$ cat src/rtl/psb_queue.sv
// Short FIFO between the front and back parts of the scaler; head is read combinationally.
// No dependencies.
module psb_queue #(
	parameter int WIDTH = 64,
	parameter int DEPTH = 4
) (
	input  logic                       clk,
	input  logic                       arst_n,
	input  logic                       push,
	input  logic [WIDTH-1:0]           wdata,
	input  logic                       pop,
	output logic [WIDTH-1:0]           rdata,
	output logic                       nonempty,
	output logic [$clog2(DEPTH+1)-1:0] level
);
	localparam int PW = (DEPTH > 1) ? $clog2(DEPTH) : 1;
	localparam int LW = $clog2(DEPTH+1);

	logic [WIDTH-1:0] mem_q [DEPTH];
	logic [PW-1:0]    wr_ptr_q;
	logic [PW-1:0]    rd_ptr_q;
	logic [LW-1:0]    level_q;

	function automatic logic [PW-1:0] next_ptr(input logic [PW-1:0] p);
		return (p == PW'(DEPTH - 1)) ? '0 : p + PW'(1);
	endfunction

	always_ff @(posedge clk) begin
		if (push) begin
			mem_q[wr_ptr_q] <= wdata;
		end
	end

	always_ff @(posedge clk or negedge arst_n) begin
		if (!arst_n) begin
			wr_ptr_q <= '0;
			rd_ptr_q <= '0;
			level_q  <= '0;
		end else begin
			if (push) begin
				wr_ptr_q <= next_ptr(wr_ptr_q);
			end
			if (pop) begin
				rd_ptr_q <= next_ptr(rd_ptr_q);
			end
			if (push && !pop) begin
				level_q <= level_q + LW'(1);
			end else if (pop && !push) begin
				level_q <= level_q - LW'(1);
			end
		end
	end

	assign rdata    = mem_q[rd_ptr_q];
	assign nonempty = (level_q != '0);
	assign level    = level_q;
endmodule

$ cat config.mk
export PLATFORM = sky130hd
export DESIGN_NAME = psb_queue
export DESIGN_NICKNAME = d
export VERILOG_FILES = /design/src/rtl/psb_queue.sv
export SDC_FILE = /design/constraint.sdc
export NUM_CORES = 1
export LEC_CHECK = 0
export BUFFER_PORTS_ARGS = -buffer_cell sky130_fd_sc_hd__clkbuf_2
export CAP_MARGIN = 25
export CORE_MARGIN = 2
export CORE_UTILIZATION = 64
export CTS_BUF_LIST = sky130_fd_sc_hd__clkbuf_8
export DETAILED_ROUTE_END_ITERATION = 10
export PLACE_DENSITY = 0.88
export SYNTH_ARGS = -nofsm -noshare
export SYNTH_HDL_FRONTEND = slang
export SYNTH_SLANG_ARGS = --single-unit
export TNS_END_PERCENT = 1
$ cat constraint.sdc
create_clock -name clk -period 6.7 [get_ports clk]
set_clock_uncertainty 0.15 [all_clocks]
set_input_delay 1.675 -clock clk [delete_from_list [all_inputs] [get_ports clk]]
set_output_delay 1.675 -clock clk [all_outputs]
set_load 0.01 [all_outputs]
==> metrics.txt, run 1 <==
drt pass-1 iters=4; die area=0.01606 mm²; core area=roughly 0.015 mm²; Residual DRC=0; Die Wd=126.7 µm; final setup fails=0; Cell Count, Final, Fillers Out=746; Core Rows=44; clk buf depth=3; initial antenna violation count=0; status=complete, no violations; clock slew at reported path FFs=0.05 ns; RD Place Congestion=around 0.71; vias in the first global route=4838; htree depth=2; Hold Path Class=flip-flop to flip-flop; post-synthesis cell type count=18; postcts setup bufs=0; Synth top area share=79.75%; f_max=0.2281 GHz; leak pwr=approximately 4 nW; layout cells sized above 1=between 40% and 50%; Die H=around 130 µm; initial core utilization=65.82%; Startpoint Class=flip-flop; global route overflow=0; Synth Area per Inst=26.05 µm²; first-pass GRT wire length=25.01 mm; worst vdd ir=0.2656 mV; Reg2Reg Depth=3; Cell Area, Synth=around 0.0096 mm²; area occupied by multi-input gates=0.001667 mm²; Hold Vio Cnt, Final=0; Hold Path End=level[2]; FF-to-FF End=mem_q[0][29]; # diodes=0; total CTS buffers=40; IO Pins=136; Worst Tran Pin Value=0.9929 ns; gr usage total=between 20% and 30%; final-report max-slew violation count=0; Syn. warnings=0; DRT iter0 DRCs=306; area grow syn2layout=16.02%; Worst EP arrival=2.56 ns; Final min period=4.384 ns; clk root buf=clkbuf_8; kind of critical path=flip-flop to output pin; total vias in the final route=4405; required time of the critical path=4.88 ns; worst r2r src=wr_ptr_q[0]; clk sinks=263; Worst Hold Depth=1; Placed Cells=677; hold_sp=level[2]; Hold-fix buffers, CTS=0; synth top area cells=edfxtp_1 (80%), mux4_2 (15%), dfrtp_1 (1.8%), ha_1 (0.78%), buf_6 (0.58%); register area share after synthesis=81.57%; post-synthesis instance total=370; Reg area=0.007868 mm²; cts repair resizes=0; RSZ-0062 raised after global routing=no; endpoint type of the worst setup path=output pin; fin crit share=65.44%; Max Cap Viol=0; remaining antenna violation count after routing=0; Vias/cell=roughly 5.9; post-synth top area cell=edfxtp_1; Nets=611; worst relative slew slack=roughly a third; FF-to-FF setup slack=4.66 ns; syn_nets=~450; routed wire length=about 16 mm; placed wire-length estimate=9.359 mm; latest clock arrival within the worst-skew pair=0.51 ns; Filler cells=792; Cell Pwr Density=between 400 and 500 mW/mm²; Synth Register Bits=roughly 260; CTS tree=built; routed len/inst=21.64 µm; largest net degree at the start of global routing=65; CP Max Fanout=39; port bufs=135; TNS Setup=0 ns
[logic make-up after synthesis]
kind of cell	count (synthesis)	share of synthesized area, %
AOI/OAI and AO/OA	2	0.1038
xor gates and xnor gates	3	0.2726
adders and majority gates	7	0.9865
buffers and inverters	18	1.246
DFF	263	81.57
muxes	67	15.30
and+or+nand+nor	10	0.5192
[layout by cell type, fill, tap and decap left out, types with 3 or more instances in the layout]
| cell | instances |
|---|---|
| edfxtp_1 | 256 |
| clkbuf_2 | 135 |
| mux4_2 | 64 |
| clkbuf_8 | 42 |
| inv_1 | 19 |
| clkinv_1 | 7 |
| ha_1 | 6 |
| dfrtp_1 | 5 |
| and2_4 | 4 |
| mux2_2 | 3 |
| nor2_1 | 3 |
[report_power, final]
part | switching, mW | internal, mW | leakage, nW | total, mW
combinational | 0.671 | 0.625 | 1.11 | 1.30
sequential | 0.128 | 2.12 | 2.43 | 2.25
clock | 0.550 | 0.576 | 0.401 | 1.13
total | 1.35 | 3.32 | 3.94 | 4.67
[metal layers]
layer  wire, µm  vias to the layer above  track usage, %
met3       1232                       27           6.073
met4        264                        0           5.688
met2       8194                      179           35.10
met5          0                        -               0
li1           -                     1918               -
met1       6453                     2281           27.14
[stage by stage]
step	hold WS (ns)	total power, mW	cell area, µm²	utilization, %	worst slack [ns]
5_1_grt	0.4059	4.896	11180	76.37	2.089
4_1_cts	0.3791	4.710	11160	76.18	1.940
3_3_place_gp	0.3397	3.538	10470	71.50	2.532
2_1_floorplan	0.3666	3.134	9639	-	2.940
6_report	0.3908	4.667	11180	76.37	2.316
3_5_place_dp	0.3620	3.583	10470	71.50	2.514
[sequential cells by signal, indices dropped and copies added (netlist names)]
name / count
rd_ptr_q: 2
wr_ptr_q: 2
level: 3
mem_q: 256
[cells in the mapped netlist]
cell type  number
and2_1          4
buf_2           6
buf_4           2
buf_6           5
clkbuf_1        1
dfrtp_1         7
edfxtp_1      256
fa_1            1
ha_1            6
inv_1           4
mux2_2          3
mux4_2         64
nand2_1         2
nor2_1          3
o21ai_0         2
or3_1           1
xnor2_1         1
xor2_1          2
[worst max path at each step]
stage | start | endpoint | slack [ns] | depth (start not counted)
after floorplan | push | mem_q[0][0] | 2.94 | 1
after global placement | rd_ptr_q[0] | rdata[43] | 2.53 | 3
after detailed placement | rd_ptr_q[0] | rdata[47] | 2.51 | 3
after CTS | rd_ptr_q[0] | rdata[47] | 1.94 | 3
after global routing | rd_ptr_q[0] | rdata[47] | 2.09 | 4
final | rd_ptr_q[0] | rdata[47] | 2.32 | 4
[area by class of cell]
class                      instances  area share [%]
clock buffer                      42           5.169
clock inverter                    26          0.9622
inverter                           4          0.1343
multi-input combinational         89           14.90
sequential                       263           70.35
tap                              184           2.059
timing repair buffer             138           6.422
[critical path, cell delays in order, from the launching register on]
cell      delay [ns]
dfrtp_4         0.59
buf_16          0.32
buf_4           0.40
mux4_2          0.58
clkbuf_2        0.15
(Power assumes the default switching activity.)
==> run 2: changes to the inputs <==
Settings changed: CORE_UTILIZATION 64 to 53, PLACE_DENSITY 0.88 to 0.78.
Clock period 6.7 ns to 3.9 ns, I/O delays scaled along.
==> run 2 against run 1 <==
Against the previous run:
- sequential share of layout area down 0.90 points
- setup slack worse by 1.8 ns
- combinational power up 72%
- sequential power up 70%
- power up 75%
- final cell count up 7.0%
- critical path depth down 1
- sequential cell count unchanged
- core utilization down 13 points
- die area up 20%
- largest cell class unchanged
==> metrics.txt, run 2 (same netlist as run 1, synthesis figures left out) <==
Core Rows=49 (+11%); latest clock arrival within the worst-skew pair=0.51 ns (about the same); layout cells sized above 1=45.69% (about the same); Cell Count, Final, Fillers Out=798 (+7.0%); cts repair resizes=0 (unchanged); Hold-fix buffers, CTS=0 (unchanged); Placed Cells=722 (+6.6%); clk sinks=263 (unchanged); routed len/inst=20.59 µm (-4.9%); routed wire length=16.43 mm (+1.8%); fin crit share=85.71%; max reg flops=256 (unchanged); vias in the first global route=4763 (-1.6%); Final min period=3.343 ns; crit-path cells=buf_12 -> mux4_2 -> clkbuf_2; final core occ=63.30% (-13 points); clk root buf=clkbuf_8; DRT iter0 DRCs=238 (-22%); RD Place Congestion=0.6795 (-4.8%); final setup fails=0 (unchanged); Filler cells=1217 (+54%); Startpoint Class=flip-flop; Max Cap Viol=0 (unchanged); commonest non-fill, non-tap cell in the layout=edfxtp_1; leak pwr=4.007 nW (+1.6%); required time of the critical path=2.77 ns (-2.11 ns); postcts setup bufs=0 (unchanged); worst relative slew slack=34.29% (+0.48 points); total CTS buffers=42 (+5.0%); port bufs=135 (unchanged); worst vdd ir=0.4988 mV (+88%); core area=0.01790 mm² (+22%); kind of critical path=flip-flop to output pin; Nets=612 (+0.16%); most frequent cells in the layout=edfxtp_1 (256), clkbuf_2 (135), mux4_2 (64); Final WS setup=0.5572 ns (-1.759 ns); Die Wd=138.9 µm (+9.6%); area grow syn2layout=17.56%; Residual DRC=0 (unchanged); Worst EP arrival=2.22 ns (-0.34 ns); largest net degree at the start of global routing=68 (+4.6%); global route overflow=0 (unchanged); Die H=138.9 µm (+9.6%); clock slew at reported path FFs=0.05 ns (about the same); Largest stage delay, worst path=0.62 ns (+0.03 ns); IO Pins=136 (unchanged); CTS tree=built; slowest CP cell=mux4_2; htree depth=2 (unchanged); endpoint type of the worst setup path=output pin; # diodes=0 (unchanged); first-pass GRT wire length=25.98 mm (+3.9%); TNS Setup=0 ns (unchanged); CP Max Fanout=67 (+72%); Hold WS=0.1465 ns (-0.2443 ns); DP Worst Slack=1.102 ns (-1.412 ns); status=complete, no violations; remaining antenna violation count after routing=0 (unchanged); Top reg by flops=mem_q; final-report max-slew violation count=0 (unchanged); placed wire-length estimate=9.320 mm (-0.41%); Worst Tran Pin Value=0.9857 ns (-0.007168 ns); Hold Path Class=input pin to async pin; initial core utilization=53.84% (-12 points); RSZ-0062 raised after global routing=no; Vias/cell=5.450 (-7.7%); gr usage total=17.57% (-3.2 points); total vias in the final route=4349 (-1.3%); clk buf depth=3 (unchanged); Hold Vio Cnt, Final=0 (unchanged); die area=0.01928 mm² (+20%); drt pass-1 iters=4 (unchanged); f_max=0.2992 GHz; initial antenna violation count=0 (unchanged); Cell Pwr Density=722.5 mW/mm² (+73%)
-- run 2: power breakdown --
part	leakage [nW]	internal, mW	switching [mW]	total, mW
sequential	2.43	3.64	0.176	3.82
clock	0.469	1.15	0.979	2.12
combinational	1.11	1.07	1.18	2.24
total	4.01	5.86	2.33	8.19
-- run 2: path summary, 6_finish.rpt --
check                            startpoint            to  slack [ns]  cells past startpoint
worst min-delay path                 arst_n      level[0]        0.15                      1
worst min register to register     level[2]      level[2]        0.35                      1
max in group asynchronous            arst_n   rd_ptr_q[0]        3.25                      1
worst max-delay path            rd_ptr_q[0]     rdata[48]        0.56                      3
min in group clk                   level[2]      level[2]        0.35                      1
worst max register to register  wr_ptr_q[0]  mem_q[0][21]        1.86                      3
-- run 2: final cells by class --
type / instances / area (µm²) / area share (%)
flip-flops and latches: 263 / 7870 / 69.45
multi-input cells: 89 / 1667 / 14.71
repair buffers: 137 / 715.7 / 6.316
clock buffers: 46 / 633.1 / 5.587
well taps: 229 / 286.5 / 2.528
clock inverters: 30 / 145.1 / 1.281
inverters: 4 / 15.01 / 0.1325
-- run 2: layer usage --
metal	share of wire (%)	global-route usage, %
met4	1.7	5.582
met1	41	23.06
met2	50	28.57
met3	6.8	5.594
met5	0	0
-- run 2: critical path: cells and delay by family, from the launching register on --
kind,cells,cell delay (ns)
buffers and inverters,2,0.54
flip-flops,1,0.41
multiplexers,1,0.62
-- run 2: through the flow --
stage	total power [mW]	instance area (µm²)
after global placement	6.120	10550
after floorplan	5.385	9639
after detailed placement	6.191	10550
after global routing	8.603	11330
after CTS	8.337	11330
final	8.187	11330
==> run 3: changes to the inputs <==
Settings changed: CORE_ASPECT_RATIO from default to 0.9.
==> run 3 against run 2 <==
Against the previous run:
- register-to-register slack hardly changed
- routed wire length is 0.54% higher
- combinational power is 3% lower
- hold slack better by 0.0088 ns
- critical path depth stayed put
==> metrics.txt, run 3 (same netlist as run 1, synthesis figures left out) <==
remaining antenna violation count after routing=0 (unchanged); FF-to-FF End=mem_q[0][23]; worst relative slew slack=33.28% (-1.0 points); clk sinks=263 (unchanged); initial core utilization=54.38% (+0.53 points); Reg2Reg Depth=3 (unchanged); Max Cap Viol=0 (unchanged); RSZ-0062 raised after global routing=no; Hold Path Class=input pin to async pin; first-pass GRT wire length=25.76 mm (-0.85%); Worst EP arrival=2.30 ns (+0.08 ns); total CTS buffers=41 (-2.4%); DP Worst Slack=0.9452 ns (-0.1566 ns); Switch Pwr=2.371 mW (+1.7%); fin crit share=87.87% (+2.2 points); endpoint type of the worst setup path=output pin; RD Place Congestion=0.7287 (+7.2%); kind of critical path=flip-flop to output pin; total vias in the final route=4385 (+0.83%); FF-to-FF setup slack=1.86 ns (about the same); clk root buf=clkbuf_8; Vias/cell=5.420 (-0.54%); die area=0.01928 mm² (about the same); f_max=0.2918 GHz (-2.5%); clock slew at reported path FFs=0.06 ns (about the same); status=complete, no violations; Final min period=3.427 ns (+0.08401 ns); most frequent cells in the layout=edfxtp_1 (256), clkbuf_2 (135), mux4_2 (64); worst r2r src=wr_ptr_q[0]; Combinational Power Share=26.6% (-0.8 points); routed wire length=16.52 mm (+0.54%); Startpoint Class=flip-flop; initial antenna violation count=0 (unchanged); sequential share of power=47.6% (+1.0 points); # diodes=0 (unchanged); global route overflow=0 (unchanged); TNS Setup=0 ns (unchanged); Die Wd=146.2 µm (+5.3%); Hold-fix buffers, CTS=0 (unchanged); drt pass-1 iters=6 (+2); Cell Pwr Density=723.8 mW/mm² (+0.18%); required time of the critical path=2.77 ns (about the same); routed len/inst=20.42 µm (-0.83%); CP Max Fanout=34 (-49%); vias in the first global route=4777 (+0.29%); port bufs=135 (unchanged); Residual DRC=0 (unchanged); Worst setup endpoint=rdata[34]; Final WS setup=0.4732 ns (-0.08402 ns); IO Pins=136 (unchanged); layout cells sized above 1=45.87% (+0.18 points); core area=0.01773 mm² (-0.98%); Worst Tran Pin Value=1.001 ns (+0.01510 ns); worst vdd ir=0.4039 mV (-19%); largest net degree at the start of global routing=65 (-4.4%); Core Rows=46 (-6.1%); max reg flops=256 (unchanged); commonest non-fill, non-tap cell in the layout=edfxtp_1; leak pwr=3.974 nW (-0.82%); Clock power frac=25.8% (-0.2 points); CTS tree=built; clk buf depth=3 (unchanged); Top reg by flops=mem_q; Die H=131.9 µm (-5.0%); area grow syn2layout=17.60% (about the same); latest clock arrival within the worst-skew pair=0.50 ns (about the same); cts repair resizes=0 (unchanged); postcts setup bufs=0 (unchanged); gr usage total=17.39% (-0.18 points); placed wire-length estimate=9.439 mm (+1.3%); Nets=612 (unchanged); Crit. Startpoint=rd_ptr_q[0]; htree depth=2 (unchanged); final setup fails=0 (unchanged); Hold Vio Cnt, Final=0 (unchanged); DRT iter0 DRCs=284 (+19%); internal power component=5.834 mW (-0.37%); Sw Ratio=28.89% (+0.42 points); final-report max-slew violation count=0 (unchanged)
[run 3: cell types whose count changed in the layout (fill, tap and decap cells not counted), sizes merged]
cell / previous run / this run
clkinv: 8 / 15
inv: 24 / 18
clkinvlp: 1 / 3
clkbuf: 181 / 176
buf: 2 / 3
bufinv: 1 / 2
[run 3: metrics by stage]
stage                     cell area, µm²  power [mW]  hold WS, ns  util [%]  instances
after floorplan                     9639       5.385       0.3666         -        370
after global placement             10580       6.153       0.3255     59.66        734
after detailed placement           10580       6.205       0.3363     59.66        734
after CTS                          11340       8.322       0.1280     63.95        809
after global routing               11340       8.599       0.1446     63.95        809
final                              11340       8.205       0.1552     63.95        809
[run 3: worst min path at each step]
stage              from     endpoint  slack [ns]  cells past startpoint
2_1_floorplan  level[2]     level[2]        0.37                      1
3_3_place_gp   level[2]     level[2]        0.33                      1
3_5_place_dp   level[2]     level[2]        0.34                      1
4_1_cts          arst_n  rd_ptr_q[1]        0.13                      1
5_1_grt          arst_n  rd_ptr_q[1]        0.14                      1
6_report         arst_n     level[1]        0.16                      1
[run 3: power by group through the flow]
| stage | Combinational (mW) | Clock (mW) | Sequential, mW |
|---|---|---|---|
| 6_report | 2.18 | 2.12 | 3.91 |
| 2_1_floorplan | 1.59 | 0 | 3.80 |
| 3_3_place_gp | 2.20 | 0 | 3.95 |
| 4_1_cts | 2.23 | 2.16 | 3.93 |
| 5_1_grt | 2.35 | 2.28 | 3.97 |
| 3_5_place_dp | 2.23 | 0 | 3.98 |
[run 3: final cells by class]
cell class                 instances  area, µm²
timing repair buffer             138      723.2
fill                            1248       6391
inverter                           4      15.01
sequential                       263       7870
tap                              240      300.3
multi-input combinational         89       1667
clock inverter                    34      196.4
clock buffer                      41      564.3
[run 3: metal layers]
layer  wire (µm)  part of all wire, %  up-vias  track usage (%)
met1        7171                   43     2268            24.18
met4         291                  1.8        0            5.987
met5           0                    0        -                0
li1            -                    -     1920                -
met3        1140                  6.9       27            4.256
met2        7913                   48      170            27.59
[run 3: worst max-delay path, cell delays in order, from the launching register on]
cell,delay (ns)
dfrtp_4,0.71
buf_12,0.34
mux4_2,0.57
clkbuf_2,0.16
